==> config.mk <==
export PLATFORM = sky130hd
export DESIGN_NAME = hsv_to_rgb_convert
export DESIGN_NICKNAME = d
export VERILOG_FILES = /design/src/rtl/hsvrgb_pkg.sv /design/src/rtl/hsvrgb_sector.sv /design/src/rtl/hsvrgb_product.sv /design/src/rtl/hsvrgb_divide.sv /design/src/rtl/hsv_to_rgb_convert.sv
export SDC_FILE = /design/constraint.sdc
export NUM_CORES = 1
export LEC_CHECK = 0
export BUFFER_PORTS_ARGS = -buffer_cell sky130_fd_sc_hd__buf_2
export CAP_MARGIN = 20
export CORE_UTILIZATION = 59
export CTS_CLUSTER_SIZE = 12
export DETAILED_ROUTE_END_ITERATION = 6
export PLACE_DENSITY = 0.81
export SYNTH_ARGS = -nofsm -noshare
export SYNTH_HDL_FRONTEND = slang
export SYNTH_SLANG_ARGS = --single-unit
==> constraint.sdc <==
create_clock -name clk -period 5.7 [get_ports clk]
set_input_delay 0.57 -clock clk [delete_from_list [all_inputs] [get_ports clk]]
set_output_delay 0.57 -clock clk [all_outputs]
set_load 0.02 [all_outputs]
==> src/rtl/hsvrgb_pkg.sv <==
`default_nettype none

package hsvrgb_pkg;

  localparam int HUE_BITS       = 16;
  localparam int CHANNEL_BITS   = 8;
  localparam int CHAN_TOP       = (1 << CHANNEL_BITS) - 1;

  // 60 degrees = SECTOR_ODD * 2^SECTOR_TWOS
  localparam int SECTOR_DEGREES = 60;
  localparam int SECTOR_ODD     = 15;
  localparam int SECTOR_TWOS    = 2;
  localparam int SECTOR_BOUNDS  = 7;

  typedef logic [CHANNEL_BITS-1:0] chan_t;

  localparam chan_t CHAN_MAX = '1;

  typedef enum logic [2:0] {
    SECT_0,
    SECT_1,
    SECT_2,
    SECT_3,
    SECT_4,
    SECT_5,
    SECT_6,
    SECT_WHITE
  } sector_t;

  typedef struct packed {
    logic [HUE_BITS-1:0] hue;
    chan_t               saturation;
    chan_t               brightness;
  } hsv_word_t;

  typedef struct packed {
    chan_t red;
    chan_t green;
    chan_t blue;
  } rgb_word_t;

endpackage

`default_nettype wire

==> src/rtl/hsvrgb_sector.sv <==
`default_nettype none

module hsvrgb_sector import hsvrgb_pkg::*; #(
  parameter int HUE_FRAC_BITS = 6,
  localparam int SPAN    = SECTOR_DEGREES << HUE_FRAC_BITS,
  localparam int FN_BITS = $clog2(SPAN + 1)
) (
  input  wire logic         clk,
  input  wire logic         rst,
  input  wire logic         hsv_valid,
  output logic              hsv_stall,
  input  wire hsv_word_t    hsv,
  output logic              sect_valid,
  input  wire logic         sect_stall,
  output sector_t           sector,
  output logic [FN_BITS-1:0] frac,
  output chan_t             saturation,
  output chan_t             brightness
);

  logic [31:0]              hue_wide;
  logic [SECTOR_BOUNDS-1:0] above;
  logic [2:0]               idx;
  logic [31:0]              rem_wide;
  logic [FN_BITS-1:0]       rem;
  logic [FN_BITS-1:0]       frac_next;
  logic                     ready;

  always_comb begin
    hue_wide = 32'(hsv.hue);
    for (int k = 0; k < SECTOR_BOUNDS; k++) begin
      above[k] = hue_wide >= 32'((k + 1) * SPAN);
    end
    idx = '0;
    for (int k = 0; k < SECTOR_BOUNDS; k++) begin
      if (above[k]) begin
        idx = 3'(k + 1);
      end
    end
    rem_wide = hue_wide - 32'(idx * SPAN);
    rem      = FN_BITS'(rem_wide);
    // mirror the fraction in even sectors
    frac_next = idx[0] ? rem : FN_BITS'(SPAN) - rem;
  end

  assign ready     = !sect_valid || !sect_stall;
  assign hsv_stall = !ready;

  always_ff @(posedge clk) begin
    if (rst) begin
      sect_valid <= 1'b0;
    end else if (ready) begin
      sect_valid <= hsv_valid;
    end
  end

  always_ff @(posedge clk) begin
    if (ready && hsv_valid) begin
      sector     <= sector_t'(idx);
      frac       <= frac_next;
      saturation <= hsv.saturation;
      brightness <= hsv.brightness;
    end
  end

endmodule

`default_nettype wire

==> src/rtl/hsvrgb_product.sv <==
`default_nettype none

module hsvrgb_product import hsvrgb_pkg::*; #(
  parameter int HUE_FRAC_BITS = 6,
  localparam int SPAN      = SECTOR_DEGREES << HUE_FRAC_BITS,
  localparam int FN_BITS   = $clog2(SPAN + 1),
  localparam int MAXD      = CHAN_TOP * SPAN,
  localparam int MAXD_BITS = $clog2(MAXD + 1),
  localparam int PN_BITS   = CHANNEL_BITS + MAXD_BITS,
  localparam int XM_BITS   = 2 * CHANNEL_BITS
) (
  input  wire logic                clk,
  input  wire logic                rst,
  input  wire logic                sect_valid,
  output logic                     sect_stall,
  input  wire sector_t             sector,
  input  wire logic [FN_BITS-1:0]  frac,
  input  wire chan_t               saturation,
  input  wire chan_t               brightness,
  output logic                     prod_valid,
  input  wire logic                prod_stall,
  output sector_t                  prod_sector,
  output logic [PN_BITS-1:0]       prod_n,
  output logic [XM_BITS-1:0]       prod_m,
  output chan_t                    prod_value
);

  logic                 a_valid;
  sector_t              a_sector;
  logic [MAXD_BITS-1:0] a_sf;
  logic [XM_BITS-1:0]   a_m;
  chan_t                a_value;

  logic [MAXD_BITS-1:0] sf_next;
  logic [XM_BITS-1:0]   m_next;
  logic [MAXD_BITS-1:0] rest;
  logic [PN_BITS-1:0]   n_next;
  logic [XM_BITS-1:0]   xm_next;
  logic                 ready_a;
  logic                 ready_b;

  always_comb begin
    sf_next = MAXD_BITS'(saturation) * MAXD_BITS'(frac);
    m_next  = XM_BITS'(brightness) * XM_BITS'(CHAN_MAX - saturation);
    rest    = MAXD_BITS'(MAXD) - a_sf;
    n_next  = PN_BITS'(a_value) * PN_BITS'(rest);
    // fold the half-up rounding term into the m dividend
    xm_next = a_m + XM_BITS'(CHAN_TOP / 2);
  end

  assign ready_b    = !prod_valid || !prod_stall;
  assign ready_a    = !a_valid || ready_b;
  assign sect_stall = !ready_a;

  always_ff @(posedge clk) begin
    if (rst) begin
      a_valid    <= 1'b0;
      prod_valid <= 1'b0;
    end else begin
      if (ready_a) begin
        a_valid <= sect_valid;
      end
      if (ready_b) begin
        prod_valid <= a_valid;
      end
    end
  end

  always_ff @(posedge clk) begin
    if (ready_a && sect_valid) begin
      a_sector <= sector;
      a_sf     <= sf_next;
      a_m      <= m_next;
      a_value  <= brightness;
    end
    if (ready_b && a_valid) begin
      prod_sector <= a_sector;
      prod_n      <= n_next;
      prod_m      <= xm_next;
      prod_value  <= a_value;
    end
  end

endmodule

`default_nettype wire

==> src/rtl/hsvrgb_divide.sv <==
`default_nettype none

module hsvrgb_divide import hsvrgb_pkg::*; #(
  parameter int HUE_FRAC_BITS = 6,
  localparam int SPAN      = SECTOR_DEGREES << HUE_FRAC_BITS,
  localparam int MAXD      = CHAN_TOP * SPAN,
  localparam int MAXD_BITS = $clog2(MAXD + 1),
  localparam int PN_BITS   = CHANNEL_BITS + MAXD_BITS,
  localparam int XM_BITS   = 2 * CHANNEL_BITS
) (
  input  wire logic               clk,
  input  wire logic               rst,
  input  wire logic               prod_valid,
  output logic                    prod_stall,
  input  wire sector_t            prod_sector,
  input  wire logic [PN_BITS-1:0] prod_n,
  input  wire logic [XM_BITS-1:0] prod_m,
  input  wire chan_t              prod_value,
  output logic                    quot_valid,
  input  wire logic               quot_stall,
  output sector_t                 quot_sector,
  output chan_t                   quot_n,
  output chan_t                   quot_m,
  output chan_t                   quot_value
);

  localparam int NUM_BITS   = PN_BITS + 2;
  localparam int PRE_SHIFT  = HUE_FRAC_BITS + SECTOR_TWOS + 1;
  localparam int DIV_N      = CHAN_TOP * SECTOR_ODD;
  localparam int XN_BITS    = $clog2(DIV_N * (CHAN_TOP + 1));
  localparam int SH_N       = XN_BITS + $clog2(DIV_N);
  localparam int RN_BITS    = XN_BITS + 2;
  localparam int PRODN_BITS = XN_BITS + RN_BITS;
  localparam int DIV_M      = CHAN_TOP;
  localparam int SH_M       = XM_BITS + $clog2(DIV_M);
  localparam int RM_BITS    = XM_BITS + 2;
  localparam int PRODM_BITS = XM_BITS + RM_BITS;

  localparam logic [RN_BITS-1:0] RECIP_N =
    RN_BITS'(((64'd1 << SH_N) + 64'(DIV_N) - 64'd1) / 64'(DIV_N));
  localparam logic [RM_BITS-1:0] RECIP_M =
    RM_BITS'(((64'd1 << SH_M) + 64'(DIV_M) - 64'd1) / 64'(DIV_M));

  logic                  a_valid;
  sector_t               a_sector;
  logic [XN_BITS-1:0]    a_xn;
  logic [PRODM_BITS-1:0] a_pm;
  chan_t                 a_value;

  logic [NUM_BITS-1:0]   num_n;
  logic [XN_BITS-1:0]    xn_next;
  logic [PRODM_BITS-1:0] pm_next;
  logic [PRODN_BITS-1:0] pn_full;
  chan_t                 n_next;
  chan_t                 m_next;
  logic                  ready_a;
  logic                  ready_b;

  always_comb begin
    num_n   = (NUM_BITS'(prod_n) << 1) + NUM_BITS'(MAXD);
    xn_next = XN_BITS'(num_n >> PRE_SHIFT);
    pm_next = PRODM_BITS'(prod_m) * PRODM_BITS'(RECIP_M);
    pn_full = PRODN_BITS'(a_xn) * PRODN_BITS'(RECIP_N);
    n_next  = CHANNEL_BITS'(pn_full >> SH_N);
    m_next  = CHANNEL_BITS'(a_pm >> SH_M);
  end

  assign ready_b    = !quot_valid || !quot_stall;
  assign ready_a    = !a_valid || ready_b;
  assign prod_stall = !ready_a;

  always_ff @(posedge clk) begin
    if (rst) begin
      a_valid    <= 1'b0;
      quot_valid <= 1'b0;
    end else begin
      if (ready_a) begin
        a_valid <= prod_valid;
      end
      if (ready_b) begin
        quot_valid <= a_valid;
      end
    end
  end

  always_ff @(posedge clk) begin
    if (ready_a && prod_valid) begin
      a_sector <= prod_sector;
      a_xn     <= xn_next;
      a_pm     <= pm_next;
      a_value  <= prod_value;
    end
    if (ready_b && a_valid) begin
      quot_sector <= a_sector;
      quot_n      <= n_next;
      quot_m      <= m_next;
      quot_value  <= a_value;
    end
  end

endmodule

`default_nettype wire

==> src/rtl/hsv_to_rgb_convert.sv <==
// channel  dir  handshake              word
// hsv      in   hsv_valid / hsv_stall  hsv_word_t {hue, saturation, brightness}
// rgb      out  rgb_valid / rgb_stall  rgb_word_t {red, green, blue}
//
// One word accepted every clock while hsv_stall is low.
// Six register stages; the reciprocal multiplies of the rounding divides set
// the longest path.
// rst clears the valid bit of every stage; payload registers are not reset.
// A stall holds the output stage; empty stages upstream keep filling, so
// hsv_stall rises only when all six stages are full.

`default_nettype none

module hsv_to_rgb_convert import hsvrgb_pkg::*; #(
  parameter int HUE_FRAC_BITS = 6
) (
  input  wire logic      clk,
  input  wire logic      rst,
  input  wire logic      hsv_valid,
  output logic           hsv_stall,
  input  wire hsv_word_t hsv,
  output logic           rgb_valid,
  input  wire logic      rgb_stall,
  output rgb_word_t      rgb
);

  localparam int SPAN      = SECTOR_DEGREES << HUE_FRAC_BITS;
  localparam int FN_BITS   = $clog2(SPAN + 1);
  localparam int MAXD      = CHAN_TOP * SPAN;
  localparam int MAXD_BITS = $clog2(MAXD + 1);
  localparam int PN_BITS   = CHANNEL_BITS + MAXD_BITS;
  localparam int XM_BITS   = 2 * CHANNEL_BITS;

  logic               sect_valid;
  logic               sect_stall;
  sector_t            sector;
  logic [FN_BITS-1:0] frac;
  chan_t              saturation;
  chan_t              brightness;

  logic               prod_valid;
  logic               prod_stall;
  sector_t            prod_sector;
  logic [PN_BITS-1:0] prod_n;
  logic [XM_BITS-1:0] prod_m;
  chan_t              prod_value;

  logic               quot_valid;
  logic               quot_stall;
  sector_t            quot_sector;
  chan_t              quot_n;
  chan_t              quot_m;
  chan_t              quot_value;

  rgb_word_t          rgb_next;
  logic               ready;

  hsvrgb_sector #(
    .HUE_FRAC_BITS(HUE_FRAC_BITS)
  ) u_sector (
    .clk        (clk),
    .rst        (rst),
    .hsv_valid  (hsv_valid),
    .hsv_stall  (hsv_stall),
    .hsv        (hsv),
    .sect_valid (sect_valid),
    .sect_stall (sect_stall),
    .sector     (sector),
    .frac       (frac),
    .saturation (saturation),
    .brightness (brightness)
  );

  hsvrgb_product #(
    .HUE_FRAC_BITS(HUE_FRAC_BITS)
  ) u_product (
    .clk         (clk),
    .rst         (rst),
    .sect_valid  (sect_valid),
    .sect_stall  (sect_stall),
    .sector      (sector),
    .frac        (frac),
    .saturation  (saturation),
    .brightness  (brightness),
    .prod_valid  (prod_valid),
    .prod_stall  (prod_stall),
    .prod_sector (prod_sector),
    .prod_n      (prod_n),
    .prod_m      (prod_m),
    .prod_value  (prod_value)
  );

  hsvrgb_divide #(
    .HUE_FRAC_BITS(HUE_FRAC_BITS)
  ) u_divide (
    .clk         (clk),
    .rst         (rst),
    .prod_valid  (prod_valid),
    .prod_stall  (prod_stall),
    .prod_sector (prod_sector),
    .prod_n      (prod_n),
    .prod_m      (prod_m),
    .prod_value  (prod_value),
    .quot_valid  (quot_valid),
    .quot_stall  (quot_stall),
    .quot_sector (quot_sector),
    .quot_n      (quot_n),
    .quot_m      (quot_m),
    .quot_value  (quot_value)
  );

  always_comb begin
    case (quot_sector)
      SECT_0, SECT_6: begin
        rgb_next = '{red: quot_value, green: quot_n, blue: quot_m};
      end
      SECT_1: begin
        rgb_next = '{red: quot_n, green: quot_value, blue: quot_m};
      end
      SECT_2: begin
        rgb_next = '{red: quot_m, green: quot_value, blue: quot_n};
      end
      SECT_3: begin
        rgb_next = '{red: quot_m, green: quot_n, blue: quot_value};
      end
      SECT_4: begin
        rgb_next = '{red: quot_n, green: quot_m, blue: quot_value};
      end
      SECT_5: begin
        rgb_next = '{red: quot_value, green: quot_m, blue: quot_n};
      end
      SECT_WHITE: begin
        rgb_next = '{red: CHAN_MAX, green: CHAN_MAX, blue: CHAN_MAX};
      end
      default: begin
        rgb_next = '{red: CHAN_MAX, green: CHAN_MAX, blue: CHAN_MAX};
      end
    endcase
  end

  assign ready      = !rgb_valid || !rgb_stall;
  assign quot_stall = !ready;

  always_ff @(posedge clk) begin
    if (rst) begin
      rgb_valid <= 1'b0;
    end else if (ready) begin
      rgb_valid <= quot_valid;
    end
  end

  always_ff @(posedge clk) begin
    if (ready && quot_valid) begin
      rgb <= rgb_next;
    end
  end

`ifndef SYNTHESIS
  a_stall_only_when_full: assert property (@(posedge clk) disable iff (rst)
    hsv_stall |-> (rgb_valid && rgb_stall))
    else $error("input stalled while the pipeline has room");

  a_empty_after_reset: assert property (@(posedge clk)
    rst |=> !rgb_valid)
    else $error("result valid straight after reset");

  a_six_cycle_latency: assert property (@(posedge clk) disable iff (rst)
    (hsv_valid && !hsv_stall) ##1 !rgb_stall ##1 !rgb_stall ##1 !rgb_stall
      ##1 !rgb_stall ##1 !rgb_stall |=> rgb_valid)
    else $error("word lost in a free-running pipeline");
`endif

endmodule

`default_nettype wire

# Yosys cells after proc, flatten, opt, wreduce, memory -nomap -nowiden
# Index checks and enable logic that the tools add are counted.
# op_classes
n_eq_ne	7
addsub	6
mul	6
n_mux	9
magnitude_cmp	7
reduce_logical	22
# ops
cell	count
$pmux 24 s7	1
$ge 16x15->1 const B	3
$mul 20x19->38 const B	1
$ge 16x14->1 const B	2
$mul 16x16->31 const B	1
$add 29x20->29 const B	1
$mul 8x20->28	1
$mul 8x12->20	1
$sub 20x20->20 const A	1
$add 16x7->16 const B	1
$ge 16x12->1 const B	1
$ge 16x13->1 const B	1
$mul 8x16->16	1
$eq 3x3->1 const B	4
$mux 12	1
$mux 3	4
$sub 12x12->12	1
$sub 12x12->12 const A	1
$sub 8x8->9 const A	1
$logic_not 1->1	8
$eq 3x2->1 const B	2
$logic_and 1x1->1	6
$logic_or 1x1->1	6
$mul 3x4->4 const B	1
other kinds (5)	6
# totals
word_cells	86
output_inout_bits	26
register_bits	252

# Longest topological paths before layout
# logic_depth
depth_word	12
ltp_mapped	27

# By module
# Synthesis repeated with hierarchy kept, for this count alone.
# unflattened
hier_cells	2388
area_unflattened_um2	25493.2
# by_module_without_submodules
mod	area_each_um2	instances	cells_per_inst
hsvrgb_product	13932.1	1	1383
hsvrgb_divide	8146.6	1	727
hsv_to_rgb_convert	1864.3	1	161
hsvrgb_sector	1550.2	1	117

# Least setup slack after synthesis
# OpenSTA, ideal clock, no wires.
# synth_path
kind	reg-to-reg
start	register u_product.a_sf[3]
end	register u_product.prod_n[27], data pin
n_path_buf	0
setup_slack_ns	-0.209
arrival_time_ns	5.652
path_stages_with_launch	23
required_time_ns	5.442
path_cell_list	edfxtp_1 -> nor4_4 -> nand4bb_1 -> and2_1 -> or4_4 -> and3_4 -> o21ai_4 -> xor2_2 -> and2_1 -> fa_1 -> fa_1 -> fa_1 -> inv_1 -> fa_1 -> inv_1 -> ha_1 -> a21oi_1 -> o21bai_1 -> and3_1 -> a21oi_1 -> nand2_1 -> a221o_1 -> xnor2_1
# synth_between
elab_chain_cells	2
# synth_lines
element	line_no	text
start: declaration	hsvrgb_product.sv:30	logic [MAXD_BITS-1:0] a_sf;
start signal: assignment	hsvrgb_product.sv:72	a_sf <= sf_next;
$sub 20x20->20	hsvrgb_product.sv:45	rest = MAXD_BITS'(MAXD) - a_sf;
$mul 8x20->28	hsvrgb_product.sv:46	n_next = PN_BITS'(a_value) * PN_BITS'(rest);
via u_product.n_next[27]	hsvrgb_product.sv:37	logic [PN_BITS-1:0] n_next;
end signal: assignment	hsvrgb_product.sv:78	prod_n <= n_next;
end: declaration	hsvrgb_product.sv:23	output logic [PN_BITS-1:0] prod_n,
# The timed path passes the listed nets, and every way through them passes these cells.
# A chain may end at the register's enable or synchronous reset.

# Worst setup path after layout
# layout_path
start	register u_product.a_sf[2]
end	register u_product.prod_n[27], data pin
# The elaborated chain is that of the path after synthesis.

==> results <==
- The run finished, with violations left.
- The checks that failed: negative setup slack.
- The number of buffers on the longest clock path is 3.
- For this design the top-level I/O count stands at 62.
- For this block, the initial DRC count from the detailed router was 726.
- The flip-flop and latch count after synthesis is 222.
- The clock sink total is 222.
- The number of cells on the critical path is 23.
- The final layout net count is 3,118.
- Row generation in the floorplan step produced 74 rows.
- The critical path's slowest cell is fa_1.
- The post-layout worst setup margin is -0.254 ns.
- The yosys synthesis warning count is 0.
- Fill cells in the final layout number 2,931.
- In the global route stage, overall resource usage came out at 23.8%.
- The port buffer count is 61.
- The worst reg-to-reg setup slack is -0.25 ns.
- The biggest area contributor in the post-synthesis netlist is edfxtp_1.
- The DRC violations left is 0.
- The vertical die dimension is 205 µm.
- From synthesis to final layout, the design area changed by 12.1%.
- The area of the die is 42,000 µm².
- Dividing the detail-routed wire length by the instance count gives 16.0 µm.
- The post-route fraction of the period consumed by the critical path is 104%.
- The effective utilization at floorplan is 59.7%.
- The number of distinct library cell variants in the gate-level netlist after synthesis is 70.
- The first global-routing pass estimated 80,800 µm of wire.
- The clock latency at the later pin of the worst-skew pair is 0.56 ns.
- The kind of critical path is reg -> reg.
- Synthesis produced 2,313 cells.
- Entering global routing, the biggest net connects 53 pins.
- The number of pins exceeding their max-slew limit in the final report is 0.
- Once detail routing completed, the nets flagged for antenna violations numbered 0.
- The worst hold margin is 0.185 ns.
- The pre-CTS worst setup slack is -0.383 ns.
- The number of enable flip-flop cells after synthesis is 216.
- Buffers inserted during clock tree synthesis total 27.
- The net count after synthesis is 2,978.
- The total overflow left after global routing is 0.
- The worst hold endpoint is u_sector.brightness[6].
- The share of the Yosys chip area taken by registers is 27.2%.
- The sum of buffers and inverters on the critical path is 4.
- From left edge to right edge, the die measures 205 µm.
- For the pin with the worst max-slew slack, the measured transition is 0.880 ns.
- The total wirelength of the detailed-routed design is 48,000 µm.
- The smallest clock period supported by the final layout is computed as 5.95 ns.
- The CTS root buffer is clkbuf_16.
- The post-synthesis instance area is 24,300 µm².
- After synthesis, the cell types taking the most area are edfxtp_1, fa_1, ha_1.
- The commonest register cell after synthesis is edfxtp_1.
- The class of the worst hold path is in -> reg.
- Of all nets on the critical path, the largest fanout is 6.
- Setup violations remaining at the end of the flow were counted as 10.
- Summing the areas of all and, or, nand and nor instances in the mapped netlist gives 13.0% of the synthesized area.
- For this run, asynchronously set or reset flops after synthesis account for 0%.
- The area share of fa/ha/maj cells after synthesis is 40.8%.
- The clock transition time at the flip-flop clock pins of the worst setup and hold paths is 0.06 ns.
- The synthesized netlist devotes 4.41% of its cell area to XOR and XNOR gates.
- Data on the critical path is required at its endpoint by 6.00 ns.
- The most numerous cell type found on the critical path is fa_1.
- The final RePlAce weighted congestion is 0.859.
- The via count of the routed design is 16,400.
- Buffers inserted to repair hold after CTS numbered 0.
- The signal arrival time at the worst endpoint is 6.25 ns.
- The sort of element at the end of the critical path is a flip-flop.
- In the synthesized netlist, the cells that appear most often are inv_1, ha_1, fa_1.
- The number of antenna violations at the first check in global routing is 0.
- STA classifies the critical path startpoint as a flip-flop.
- The total of max-cap violations is 0.
- The total inserted antenna cells is 0.
- Walking the worst path, the cells encountered are nor4_4 > nand4bb_1 > and2_4 > or4_4 > nand3_4 > xor2_4 > buf_6 > buf_4 > and2_1 > fa_1 > fa_1 > fa_1 > inv_2 > fa_1 > inv_2 > ha_4 > a21oi_2 > o21bai_1 > and3_1 > a21oi_2 > nand2_2 > a221o_1 > xnor2_1.
- Derived from the worst setup path, the maximum achievable clock frequency is 168 MHz.
- In this run the tightest slew margin relative to its limit is 41.3%.
- The synthesized area divided by synthesized cell count is 10.5 µm².
- The number of hold violations in the final report was 0.
- The cell with the most instances after synthesis is inv_1.
- Setup repair after global routing could not meet its margin everywhere.
- The estimated wirelength of the detail-placed design is 37,700 µm.
- The startpoint of the most critical hold path is hsv[6].
- TritonCTS built the clock tree.
- The synthesized netlist devotes 6.48% of its cell area to compound gates.
- The endpoint of the worst-slack reg-to-reg timing path is u_product.prod_n[27].
- Before antenna repair, the detailed router went through 5 iterations.
- The number of cells on the worst reg-to-reg path is 23.
- The top cell type by area accounts for 26.7% of the synthesized area.
- The standard cell core area is 40,700 µm².
- The dominant combinational cell family by area after synthesis is adder cells.
- The mux contribution to synthesized area is 0.746%.
- The via count of the first global-routing pass is 17,500.
- The worst hold path stage count is 1.
- The fraction of layout instances using a drive strength above 1 is 12.3%.
- In this design, the stage delay of the slowest critical-path cell is 0.54 ns.
- In the routed layout, each cell is associated on average with a via count of 5.47.
- The worst-case clock skew is 0.0102 ns.
- The level count of the clock H-tree is 1.
- The startpoint identified for the worst register-to-register timing path is u_product.a_sf[2].
- The cell family contributing the most delay on the critical path is adder cells.
-- worst reg2reg max path, stage by stage, from the launching register on --
cell and delay, ns:
edfxtp_1 0.43, nor4_4 0.31, nand4bb_1 0.17, and2_4 0.17, or4_4 0.48, nand3_4 0.13
xor2_4 0.26, buf_6 0.14, buf_4 0.10, and2_1 0.16, fa_1 0.46, fa_1 0.50
fa_1 0.51, inv_2 0.04, fa_1 0.54, inv_2 0.05, ha_4 0.22, a21oi_2 0.13
o21bai_1 0.08, and3_1 0.16, a21oi_2 0.14, nand2_2 0.09, a221o_1 0.31, xnor2_1 0.13
-- metal layers --
layer	up-vias	global-route usage (%)	routed length (µm)
met5	-	0	0
met3	98	2.55	1670
met1	8179	28.3	19500
met4	0	6.14	1230
met2	334	45.3	25600
li1	7828	-	-
-- layout by cell type (no fill, tap or decap), drive strengths merged, types with 11 or more instances in the layout --
master and instances:
buf 166, and2 141, inv 430, fa 273
nand2b 50, o21ai 46, ha 356, a21o 24
nor3 13, o211ai 11, xor2 46, nor2 97
nand2 155, o22ai 16, edfxtp 216, mux2i 17
a21oi 69, xnor2 74, clkbuf 30, nand3 19
a211oi 16, and3 17, nor2b 75
-- logic make-up (layout without fill, tap and decap cells) --
| logic type | after synthesis | in the layout |
|---|---|---|
| AO/OA/AOI/OAI | 238 | 238 |
| XOR/XNOR | 120 | 120 |
| adder cells (fa/ha/maj) | 629 | 629 |
| buffers and inverters | 482 | 640 |
| flip-flops | 222 | 222 |
| multiplexers | 18 | 18 |
| AND/OR/NAND/NOR | 604 | 604 |
-- registers in the layout, indices dropped and copies added, names as in the netlist, 12 cells and up --
register,count
u_sector.frac,12
rgb,24
u_divide.a_xn,20
u_product.prod_n,21
u_product.prod_m,16
u_product.a_sf,20
u_product.a_m,16
-- through the flow --
stage               instances  utilization (%)  setup TNS (ns)  cell area [µm²]
floorplan                2313                -         -0.0743            24400
global placement         2938             63.5           -1.18            25900
detailed placement       2938             63.5           -2.74            25900
CTS                      2998             66.3           -1.15            27000
global route             3003             66.9           -3.81            27300
finish                   3003             66.9           -1.54            27300
-- worst max path at each step --
stage,from,end,slack [ns]
6_report,u_product.a_sf[2],u_product.prod_n[27],-0.25
5_1_grt,u_product.a_sf[2],u_product.prod_n[27],-0.48
4_1_cts,u_product.a_sf[3],u_product.prod_n[26],-0.21
3_5_place_dp,u_product.a_sf[2],u_product.prod_n[26],-0.38
3_3_place_gp,u_product.a_sf[2],u_product.prod_n[26],-0.21
2_1_floorplan,u_product.a_sf[2],u_product.prod_n[27],-0.04
-- timing repair --
action / CTS / global route
pin swaps: 26 / 24
endpoints found under the setup margin: 10 / 15
setup buffers: 14 / 6
cloned: 0 / 0
gates resized for setup: 34 / 47
-- layout make-up --
cell class | instances | area, µm² | area share [%]
tap | 532 | 666 | 2.44
clock buffer | 30 | 687 | 2.52
clock inverter | 17 | 211 | 0.775
sequential | 222 | 6610 | 24.2
timing repair buffer | 166 | 1130 | 4.15
multi-input combinational | 1609 | 16400 | 60.0
inverter | 427 | 1600 | 5.88
Power is left out: the tool's default activity adds up to more than one toggle a clock period on the data nets, which glitch-free logic cannot reach.
